**config.mk**
```make
export PLATFORM = sky130hd
export DESIGN_NAME = sni_extension_parser_core
export DESIGN_NICKNAME = d
export VERILOG_FILES = /design/src/rtl/core/snip_pkg.sv /design/src/rtl/core/snip_parser.sv /design/src/rtl/core/snip_result_fifo.sv /design/src/rtl/core/sni_extension_parser_core.sv
export SDC_FILE = /design/constraint.sdc
export NUM_CORES = 1
export LEC_CHECK = 0
export BUFFER_PORTS_ARGS = -buffer_cell sky130_fd_sc_hd__buf_4
export CAP_MARGIN = 20
export CORE_MARGIN = 1
export CORE_UTILIZATION = 60
export CTS_CLUSTER_SIZE = 20
export DETAILED_ROUTE_END_ITERATION = 10
export PLACE_DENSITY = 0.78
export SYNTH_ARGS = -nofsm -noshare
export SYNTH_HDL_FRONTEND = slang
export SYNTH_SLANG_ARGS = --single-unit
```
**constraint.sdc**
```tcl
create_clock -name i_clk -period 8.4 [get_ports i_clk]
set_input_delay 1.68 -clock i_clk [delete_from_list [all_inputs] [get_ports i_clk]]
set_output_delay 1.68 -clock i_clk [all_outputs]
set_load 0.02 [all_outputs]
```
**src/rtl/core/snip_pkg.sv**
```systemverilog
// shared types and constants for the server-name extension parser
// no dependencies; imported by every module of the block
package snip_pkg;

    localparam int unsigned MAX_NAMES_DEF    = 4;
    localparam int unsigned MAX_NAME_LEN_DEF = 256;

    // a single input word gives at most a name byte, an end marker and a summary
    localparam int unsigned RES_MAX    = 3;
    localparam int unsigned FIFO_DEPTH = 4;

    typedef enum logic [1:0] {
        KIND_NAME_BYTE = 2'd0,
        KIND_NAME_END  = 2'd1,
        KIND_SUMMARY   = 2'd2
    } t_kind;

    typedef enum logic [1:0] {
        ST_ACCEPTED     = 2'd0,
        ST_IGNORED      = 2'd1,
        ST_LEN_MISMATCH = 2'd2,
        ST_OVERRUN      = 2'd3
    } t_status;

    typedef struct packed {
        t_kind       kind;
        logic [1:0]  slot;
        logic [7:0]  byte_offset;
        logic [7:0]  name_byte;
        logic [8:0]  name_size;
        t_status     status;
        logic [2:0]  name_count;
        logic        count_capped;
        logic        final_result;
    } t_result;

    // results produced by one accepted word, packed from index 0
    typedef struct packed {
        logic [1:0]                count;
        t_result [RES_MAX-1:0]     res;
    } t_push;

endpackage

```
**src/rtl/core/snip_parser.sv**
```systemverilog
// parse state machine: updates the parse state for one word and forms its results
// depends on snip_pkg
module snip_parser
    import snip_pkg::*;
#(
    parameter int unsigned MAX_NAMES    = MAX_NAMES_DEF,
    parameter int unsigned MAX_NAME_LEN = MAX_NAME_LEN_DEF
) (
    input  logic        i_clk,
    input  logic        i_rst_n,
    input  logic        i_cfg_we,
    input  logic        i_cfg_wdata,
    input  logic        i_take,
    input  logic [7:0]  i_data_byte,
    input  logic        i_is_last,
    output t_push       o_push
);

    localparam int unsigned CW = $clog2(MAX_NAMES + 2);
    localparam logic [CW-1:0] NAMES_C    = CW'(MAX_NAMES);
    localparam logic [CW-1:0] NAMES_P1   = CW'(MAX_NAMES + 1);
    localparam logic [16:0]   NAME_LEN_C = 17'(MAX_NAME_LEN);
    localparam logic [16:0]   BA_MAX     = 17'h1FFFF;

    typedef enum logic [5:0] {
        PH_LIST_HI = 6'b000001,
        PH_LIST_LO = 6'b000010,
        PH_TYPE    = 6'b000100,
        PH_LEN_HI  = 6'b001000,
        PH_LEN_LO  = 6'b010000,
        PH_NAME    = 6'b100000
    } t_phase;

    t_phase          r_phase, n_phase;
    logic            r_role, n_role;
    logic [15:0]     r_list, n_list;
    logic [16:0]     r_ba, n_ba;
    logic [CW-1:0]   r_pos, n_pos;
    logic            r_type_zero, n_type_zero;
    logic [15:0]     r_rec_len, n_rec_len;
    logic [15:0]     r_left, n_left;
    logic [CW-1:0]   r_cnt, n_cnt;
    logic            r_overrun, n_overrun;

    logic [15:0]     rec_len_full;
    logic [15:0]     cur_len;
    logic            eligible;
    logic [16:0]     ba_inc;
    logic [CW-1:0]   pos_inc;
    logic [15:0]     left_dec;
    logic            overrun_now;
    logic            f_byte, f_end, f_sum, clear;
    t_result         res_byte, res_end, res_sum;

    always_comb begin
        rec_len_full = {r_rec_len[15:8], i_data_byte};
        cur_len      = (r_phase == PH_LEN_LO) ? rec_len_full : r_rec_len;
        eligible     = r_type_zero && ({1'b0, cur_len} <= NAME_LEN_C) && (r_pos < NAMES_C);
        ba_inc       = (r_ba < BA_MAX) ? r_ba + 17'd1 : r_ba;
        pos_inc      = (r_pos < NAMES_C) ? r_pos + CW'(1) : r_pos;
        left_dec     = r_left - 16'd1;
        // declared length against what is left of the list
        if (ba_inc <= {1'b0, r_list}) begin
            overrun_now = {1'b0, rec_len_full} > ({1'b0, r_list} - ba_inc);
        end else begin
            overrun_now = (rec_len_full != 16'd0);
        end

        res_byte             = '0;
        res_byte.kind        = KIND_NAME_BYTE;
        res_byte.slot        = 2'(r_pos);
        res_byte.byte_offset = 8'(r_rec_len - r_left);
        res_byte.name_byte   = i_data_byte;

        res_end              = '0;
        res_end.kind         = KIND_NAME_END;
        res_end.slot         = 2'(r_pos);
        res_end.name_size    = cur_len[8:0];

        res_sum              = '0;
        res_sum.kind         = KIND_SUMMARY;
        res_sum.final_result = 1'b1;

        n_role      = i_cfg_we ? i_cfg_wdata : r_role;
        n_phase     = r_phase;
        n_list      = r_list;
        n_ba        = r_ba;
        n_pos       = r_pos;
        n_type_zero = r_type_zero;
        n_rec_len   = r_rec_len;
        n_left      = r_left;
        n_cnt       = r_cnt;
        n_overrun   = r_overrun;
        f_byte      = 1'b0;
        f_end       = 1'b0;
        f_sum       = 1'b0;
        clear       = 1'b0;

        if (i_take) begin
            if (!r_role) begin
                if (i_is_last) begin
                    f_sum          = 1'b1;
                    res_sum.status = ST_IGNORED;
                    clear          = 1'b1;
                end
            end else begin
                case (r_phase)
                    PH_LIST_HI: begin
                        n_list  = {i_data_byte, 8'h00};
                        n_phase = PH_LIST_LO;
                    end
                    PH_LIST_LO: begin
                        n_list  = {r_list[15:8], i_data_byte};
                        n_phase = PH_TYPE;
                    end
                    PH_TYPE: begin
                        n_ba        = ba_inc;
                        n_type_zero = (i_data_byte == 8'h00);
                        n_phase     = PH_LEN_HI;
                    end
                    PH_LEN_HI: begin
                        n_ba      = ba_inc;
                        n_rec_len = {i_data_byte, 8'h00};
                        n_phase   = PH_LEN_LO;
                    end
                    PH_LEN_LO: begin
                        n_ba      = ba_inc;
                        n_rec_len = rec_len_full;
                        if (overrun_now) begin
                            n_overrun = 1'b1;
                        end
                        if (rec_len_full != 16'd0 && r_cnt < NAMES_P1) begin
                            n_cnt = r_cnt + CW'(1);
                        end
                        if (rec_len_full == 16'd0) begin
                            f_end   = eligible;
                            n_pos   = pos_inc;
                            n_phase = PH_TYPE;
                        end else begin
                            n_left  = rec_len_full;
                            n_phase = PH_NAME;
                        end
                    end
                    PH_NAME: begin
                        n_ba   = ba_inc;
                        f_byte = eligible;
                        n_left = left_dec;
                        if (left_dec == 16'd0) begin
                            f_end   = eligible;
                            n_pos   = pos_inc;
                            n_phase = PH_TYPE;
                        end
                    end
                    default: begin
                        n_phase = PH_LIST_HI;
                    end
                endcase

                if (i_is_last) begin
                    f_sum = 1'b1;
                    clear = 1'b1;
                    if (n_phase == PH_LIST_HI || n_phase == PH_LIST_LO ||
                        n_ba != {1'b0, n_list}) begin
                        res_sum.status = ST_LEN_MISMATCH;
                    end else if (n_overrun || n_phase != PH_TYPE) begin
                        res_sum.status = ST_OVERRUN;
                    end else begin
                        res_sum.status       = ST_ACCEPTED;
                        res_sum.name_count   = (n_cnt > NAMES_C) ? 3'(NAMES_C) : 3'(n_cnt);
                        res_sum.count_capped = (n_cnt > NAMES_C);
                    end
                end
            end
        end

        // every summary returns the parse state to its start
        if (clear) begin
            n_phase     = PH_LIST_HI;
            n_list      = '0;
            n_ba        = '0;
            n_pos       = '0;
            n_type_zero = 1'b1;
            n_rec_len   = '0;
            n_left      = '0;
            n_cnt       = '0;
            n_overrun   = 1'b0;
        end

        o_push.count  = {1'b0, f_byte} + {1'b0, f_end} + {1'b0, f_sum};
        o_push.res[0] = f_byte ? res_byte : (f_end ? res_end : res_sum);
        o_push.res[1] = f_byte ? (f_end ? res_end : res_sum) : res_sum;
        o_push.res[2] = res_sum;
    end

    always_ff @(posedge i_clk) begin
        if (!i_rst_n) begin
            r_role      <= 1'b1;
            r_phase     <= PH_LIST_HI;
            r_list      <= '0;
            r_ba        <= '0;
            r_pos       <= '0;
            r_type_zero <= 1'b1;
            r_rec_len   <= '0;
            r_left      <= '0;
            r_cnt       <= '0;
            r_overrun   <= 1'b0;
        end else begin
            r_role      <= n_role;
            r_phase     <= n_phase;
            r_list      <= n_list;
            r_ba        <= n_ba;
            r_pos       <= n_pos;
            r_type_zero <= n_type_zero;
            r_rec_len   <= n_rec_len;
            r_left      <= n_left;
            r_cnt       <= n_cnt;
            r_overrun   <= n_overrun;
        end
    end

endmodule

```
**src/rtl/core/snip_result_fifo.sv**
```systemverilog
// result queue: takes up to three results per word, hands out one at a time as the reader takes them
// depends on snip_pkg
module snip_result_fifo
    import snip_pkg::*;
(
    input  logic     i_clk,
    input  logic     i_rst_n,
    input  t_push    i_push,
    output logic     o_in_ready,
    output logic     o_valid,
    input  logic     i_ready,
    output t_result  o_result
);

    localparam int unsigned PW = $clog2(FIFO_DEPTH);

    t_result         r_mem [FIFO_DEPTH];
    logic [PW-1:0]   r_wr, n_wr;
    logic [PW-1:0]   r_rd, n_rd;
    logic [PW:0]     r_count, n_count;
    logic            pop;

    // room for a full set of results, so no path from the output ready
    assign o_in_ready = (r_count <= (PW+1)'(FIFO_DEPTH - RES_MAX));
    assign o_valid    = (r_count != '0);
    assign o_result   = r_mem[r_rd];
    assign pop        = o_valid && i_ready;

    always_comb begin
        n_wr    = r_wr + PW'(i_push.count);
        n_rd    = r_rd + PW'(pop);
        n_count = r_count + (PW+1)'(i_push.count) - (PW+1)'(pop);
    end

    always_ff @(posedge i_clk) begin
        for (int k = 0; k < RES_MAX; k++) begin
            if (2'(k) < i_push.count) begin
                r_mem[r_wr + PW'(k)] <= i_push.res[k];
            end
        end
    end

    always_ff @(posedge i_clk) begin
        if (!i_rst_n) begin
            r_wr    <= '0;
            r_rd    <= '0;
            r_count <= '0;
        end else begin
            r_wr    <= n_wr;
            r_rd    <= n_rd;
            r_count <= n_count;
        end
    end

endmodule

```
**src/rtl/core/sni_extension_parser_core.sv**
```systemverilog
// top level of the server-name extension parser: parser plus result queue
// depends on snip_pkg, snip_parser, snip_result_fifo
//
//   port group    dir   handshake              payload
//   input word    in    i_valid / o_ready      i_data_byte, i_is_last
//   result word   out   o_valid / i_ready      o_kind .. o_final_result
//   config        in    i_cfg_we               i_cfg_wdata (is_server_role)
//
// one input word is taken per cycle while o_ready is high; its results
// (up to three) enter a four-entry queue in the same cycle and leave one
// per cycle while i_ready is high; o_ready drops while the queue holds
// two or more results, so a word that yields several results can stall the input
// synchronous active-low reset; the role register resets to 1
module sni_extension_parser_core
    import snip_pkg::*;
#(
    parameter int unsigned MAX_NAMES    = MAX_NAMES_DEF,
    parameter int unsigned MAX_NAME_LEN = MAX_NAME_LEN_DEF
) (
    input  logic        i_clk,
    input  logic        i_rst_n,
    input  logic        i_cfg_we,
    input  logic        i_cfg_wdata,
    input  logic        i_valid,
    output logic        o_ready,
    input  logic [7:0]  i_data_byte,
    input  logic        i_is_last,
    output logic        o_valid,
    input  logic        i_ready,
    output logic [1:0]  o_kind,
    output logic [1:0]  o_slot,
    output logic [7:0]  o_byte_offset,
    output logic [7:0]  o_name_byte,
    output logic [8:0]  o_name_size,
    output logic [1:0]  o_status,
    output logic [2:0]  o_name_count,
    output logic        o_count_capped,
    output logic        o_final_result
);

    t_push    push;
    t_result  result;
    logic     take;

    assign take = i_valid && o_ready;

    snip_parser #(
        .MAX_NAMES    (MAX_NAMES),
        .MAX_NAME_LEN (MAX_NAME_LEN)
    ) u_parser (
        .i_clk       (i_clk),
        .i_rst_n     (i_rst_n),
        .i_cfg_we    (i_cfg_we),
        .i_cfg_wdata (i_cfg_wdata),
        .i_take      (take),
        .i_data_byte (i_data_byte),
        .i_is_last   (i_is_last),
        .o_push      (push)
    );

    snip_result_fifo u_fifo (
        .i_clk      (i_clk),
        .i_rst_n    (i_rst_n),
        .i_push     (push),
        .o_in_ready (o_ready),
        .o_valid    (o_valid),
        .i_ready    (i_ready),
        .o_result   (result)
    );

    assign o_kind         = result.kind;
    assign o_slot         = result.slot;
    assign o_byte_offset  = result.byte_offset;
    assign o_name_byte    = result.name_byte;
    assign o_name_size    = result.name_size;
    assign o_status       = result.status;
    assign o_name_count   = result.name_count;
    assign o_count_capped = result.count_capped;
    assign o_final_result = result.final_result;

endmodule

```
-- Word-level counts from Yosys, hierarchy flattened
Memory sizes are Yosys's and may differ from the RTL's. A register that Yosys moved wholly into a read port is not among the register bits.
Cells that the tools add are included.
- flip-flop bits (word level): 87
- bits in latches: 0
- ROM bits: 0
- input bits: 15
- word-level logic and storage cells: 137
- output and inout bits: 38
- bits in writable memories: 144
- memories kept: 1
- eq/ne operators: 13
- muxes and demuxes: 59
- multipliers: 0
- add/subtract/negate cells: 14
- order comparisons: 11
- reductions and logical operators: 23
- div/mod/pow operators: 0
- shift operators: 0
- bitwise operators: 2
- memories (name ; depth ; width ; read ports ; clocked after memory_dff ; wr ports ; RTL line ; source):
    u_fifo.r_mem ; 4 ; 36 ; 1 ; 1 ; 3 ; snip_result_fifo.sv:17 ; t_result r_mem [FIFO_DEPTH];
- operator list (cell ; number):
    2-to-1 mux 36 bit ; 3
    one-hot mux 16 bit (2 select lines) ; 3
    2-to-1 mux 17 bit ; 4
    2-to-1 mux 16 bit ; 3
    2-to-1 mux 6 bit ; 6
    one-hot mux 6 bit (6 select lines) ; 1
    zero test 16 bit ; 2
    2-to-1 mux 3 bit ; 8
    2-to-1 mux 1 bit ; 21
    adder 17 x 1 -> 17 bit (second input constant) ; 1
    > comparator 16 x 17 -> 1 bit ; 1
    less-or-equal comparator 17 x 16 -> 1 bit ; 1
    < comparator 17 bit (second input constant) ; 1
    inequality test 17 x 16 -> 1 bit ; 1
    subtractor 16 x 17 -> 17 bit ; 1
    less-or-equal comparator 16 x 9 -> 1 bit (second input constant) ; 1
    nonzero test 16 bit ; 1
    subtractor 16 x 1 -> 16 bit (second input constant) ; 1
    equality test 6 x 1 -> 1 bit (second input constant) ; 2
    equality test 6 x 2 -> 1 bit (second input constant) ; 2
    2-to-1 mux 4 bit ; 3
    zero test 8 bit ; 1
    2-to-1 mux 2 bit ; 4
    2-to-1 mux 8 bit ; 1
    other kinds (34) ; 49

-- Logic depth before layout (Yosys ltp)
- word-level depth: 17
- depth in mapped cells: 25
- depth with buffers taken out: 23

-- Cells and area by module
Synthesis repeated with hierarchy kept, for this count alone.
- cell total of the unflattened synthesis: 1930
- area total of the unflattened synthesis: 16129.2 µm²
- modules (own cells, without submodules) (module ; seq. area each (µm²) ; cells each ; instances ; area each (µm²)):
    snip_result_fifo ; 4464.3 ; 882 ; 1 ; 8599.5
    snip_parser ; 1601.5 ; 1047 ; 1 ; 7523.5
    sni_extension_parser_core ; 0.0 ; 1 ; 1 ; 6.3

-- Least setup slack after synthesis
Ideal clock, no wire load.
- path kind: reg-to-reg
- start point: register u_parser.r_ba[12]
- end point: memory u_fifo.r_mem[0][1] (netlist name) (data pin)
- clock period less this slack: 5.908 ns
- required time: 8.122 ns
- arrival time: 5.631 ns
- slack: 2.492 ns
- library setup time: 0.278 ns
- stages on the path, launching flop included: 24
- cell sequence: dfxtp_1 > buf_2 > nand4_1 > nor4_1 > nor2_1 > and3_1 > xnor2_1 > ha_1 > a21o_1 > a21oi_1 > o221ai_1 > a311o_1 > a21o_1 > a21oi_1 > xor2_1 > ha_1 > nand4_1 > or4_1 > o32ai_1 > o21ai_0 > nor4b_1 > or3_1 > clkbuf_1 > nor3_2
- RTL lines (element ; RTL line ; source):
    from (decl) ; snip_parser.sv:37 ; logic [16:0] r_ba, n_ba;
    from (signal assigned) ; snip_parser.sv:211 ; r_ba <= n_ba;
    to (decl) ; snip_result_fifo.sv:17 ;

==> summary.txt <==
Post-synth EDFFs = 24
Port bufs = 52
Most common cell after layout, fill and taps aside = nand2_1
DRC Markers = 0
Period minus WS final = 7.01 ns
CTS root buffer = clkbuf_16
Final setup violating endpoints = 0
Crit-path cells = and4_1 -> nand4_1 -> o21ai_0 -> ha_1 -> inv_1 -> fa_1 -> a21o_1 -> a21oi_1 -> o221ai_1 -> a311o_1 -> a21o_1 -> a21oi_1 -> xor2_1 -> ha_1 -> nand4_1 -> or4_1 -> o32ai_1 -> o21ai_0 -> nor4b_1 -> or3_1 -> nor3_1
Max FO, Critical Path = 20
Tot GR Track Use = 32.9%
Async set or reset register ratio after synthesis = 0%
Inserted Clock Buffers = 25
RePlAce Congestion = 0.952
H-tree Lvls = 1
Area fraction of the dominant cell type after synthesis = 30.9%
Worst slew pin tran = 1.15 ns
Worst setup path start = u_parser.r_ba[4]
CTS-repair resized insts = 0
Hold Slack = 0.449 ns
Outcome = finished clean
Critical hold path startpoint = u_fifo.r_mem[2][9]
Max-cap violations = 0
Initial Util = 61.9%
Seq. cell area = 4790 µm²
Largest net degree at the start of global routing = 74
Yosys cell types = 85
Setup Skew = 0.0137 ns
Via count = 11700
Std-Cell Rows = 53
CTS Buffer Depth = 3
WL/cell = 20.4 µm
Reg2reg start = u_parser.r_ba[4]
R2r worst-path depth = 21
CTS tree = done
Crit path largest cell delay = 0.84 ns
Worst hold endpoint = u_fifo.r_mem[2][9]
Crit Path Class = reg2reg
Yosys top cell by area = dfxtp_1
Final hold violations = 0
Clock sink count = 227
Crit end category = flip-flop
CP max-delay cell = or3_1
Peak supply drop = 0.176 mV
Final ANT Viol Nets = 0
Die Y = 150 µm
Skew-Pair Late Insertion Delay = 0.55 ns
Die Wd = 150 µm
Post-route clock period utilization = 83.4%
Reg2Reg Setup Slack = 1.39 ns
Share of power burned in the clock network = 35.2%
Synth Register Bits = 227
FMAX = 143 MHz
RSZ-0062 raised after global routing = no
Largest delay contributor family on the critical path = simple AND/OR/NAND/NOR gates
WP buf/inv = 1
Total Wirelength = 36500 µm
Worst Path Required = 8.65 ns
Antenna violations before repair = 0
NetSw = 0.000993 W
Top Ports = 53
Synth area leaders = dfxtp_1, mux4_2, nand2_1, edfxtp_1, ha_1
Syn. warnings = 0
Top_reg_cell synth = dfxtp_1
Fin nets = 1567
Critical path arrival = 7.25 ns
Clock slew at reported path FFs = 0.06 ns
Mapped Nets = 1573
Area growth from synthesis to layout = 9.12%
Die footprint = 22500 µm²
LEAKAGE = 5.48 nW
Post-detailed-placement half-perimeter wirelength = 25400 µm
Drt via density = 6.50
Vias in the first global route = 10800
Total power = 0.00306 W
Share of layout cells above drive strength 1 = 11.9%
Initial DRC Count = 1091
Hold-fix buffers, CTS = 0
Avg Inst Size Synth = 8.73 µm²
Core Box Area = 21200 µm²
Synth Instances = 1505
Internal power = 0.00207 W
Worst Hold Path Cells = 2
Sw Share = 32.5%
Comb pwr share = 26.3%
Filler Cell Count = 1748
ANT cells = 0
Max-slew violation count = 0
Sequential area share after synthesis = 36.4%
Power Density = 213 nW/µm²
Commonest non-fill, non-tap cells in the layout = nand2_1, dfxtp_1, nor2_1
Setup_tns = 0 ns
R2R Path End = u_fifo.r_mem[3][2]
Rel. slew slack = 22.2%
Multi-input logic area = 7770 µm²
Hold Path Class = reg2reg
Startpoint types = flip-flop
Post-CTS setup buffers = 0
GR Overflow Total = 0
Cell Area, Synth = 13100 µm²
DRT Pass-1 Iters = 5
First-pass GRT wire length = 58000 µm
Sequential power share = 38.5%
metal layers:
layer	share of wire [%]	global-route usage [%]	routed length, µm	vias up
met5	0	0	0	-
met4	3.0	11.4	1100	0
met3	7.0	4.12	2560	87
met2	48	54.8	17400	503
met1	42	43.8	15500	5595
li1	-	-	-	5472
per-stage QoR:
stage	utilization, %	cells	instance area (µm²)	worst slack [ns]
after global routing	67.6	1793	14300	0.923
final	67.6	1793	14300	1.39
after detailed placement	63.8	1746	13500	1.54
after global placement	63.8	1746	13500	1.73
after CTS	67.5	1792	14300	1.52
after floorplan	-	1505	13100	2.49
cells in the mapped netlist (12+ instances only):
cell type    n
inv_1       39
mux4_2      35
nand2_1    207
a211oi_1    19
nor3_2      12
clkbuf_1    72
nand4_1     20
xor2_1      38
dfxtp_1    203
xnor2_1     32
a21oi_1     90
a22o_1      54
nor4_1      16
and3_1      15
buf_2       12
nand3_1     52
ha_1        49
and2_1      27
a22oi_1     23
nor3_1      20
o21ai_0     93
a21o_1      22
nor2_1     131
edfxtp_1    24
mux2i_1     19
or3_1       12
area by class of cell:
cell class / instances / share of cell area, %
Tap cell: 275 / 2.40
Clock buffer: 32 / 4.55
Multi-Input combinational cell: 1138 / 54.2
Clock inverter: 14 / 0.960
Timing Repair Buffer: 67 / 3.49
Sequential cell: 227 / 33.4
Inverter: 40 / 1.05
power groups by stage:
| stage | sequential, W | clock (W) | combinational [W] |
|---|---|---|---|
| floorplan | 0.00117 | 0 | 0.000618 |
| global placement | 0.00120 | 0 | 0.000779 |
| global route | 0.00118 | 0.00113 | 0.000878 |
| CTS | 0.00117 | 0.00109 | 0.000798 |
| detailed placement | 0.00120 | 0 | 0.000792 |
| finish | 0.00118 | 0.00108 | 0.000806 |
tightest hold or removal path, stage by stage (launching register included):
cell     delay [ns]
dfxtp_1        0.32
nand2_1        0.04
o21ai_0        0.05
sequential cells by signal, summed over array words and instances (netlist names), 3 cells and up:
signal / cells
u_parser.r_rec_len: 16
u_fifo.r_mem: 140
u_parser.r_list: 16
u_parser.r_phase: 6
u_parser.r_cnt: 3
u_parser.r_left: 16
u_parser.r_ba: 17
u_fifo.r_count: 3
u_parser.r_pos: 3
logic make-up (layout without fill, tap and decap cells):
logic type	Yosys count	after routing	share of synthesized area, %
mux	54	54	7.45
simple gates	567	567	21.4
flops	227	227	36.4
xor+xnor	71	71	4.84
buf+inv	140	153	4.56
fa+ha+maj	54	54	5.35
compound gates	392	392	20.0
worst max-delay path by stage:
| stage | to | slack [ns] | cells past startpoint |
|---|---|---|---|
| floorplan | u_fifo.r_mem[0][1] | 2.49 | 23 |
| global placement | u_fifo.r_mem[3][1] | 1.73 | 21 |
| detailed placement | u_fifo.r_mem[0][4] | 1.54 | 21 |
| CTS | u_fifo.r_mem[3][2] | 1.52 | 21 |
| global route | u_fifo.r_mem[3][1] | 0.92 | 21 |
| finish | u_fifo.r_mem[3][2] | 1.39 | 21 |
Note: power is estimated with default switching activity, not from simulation.
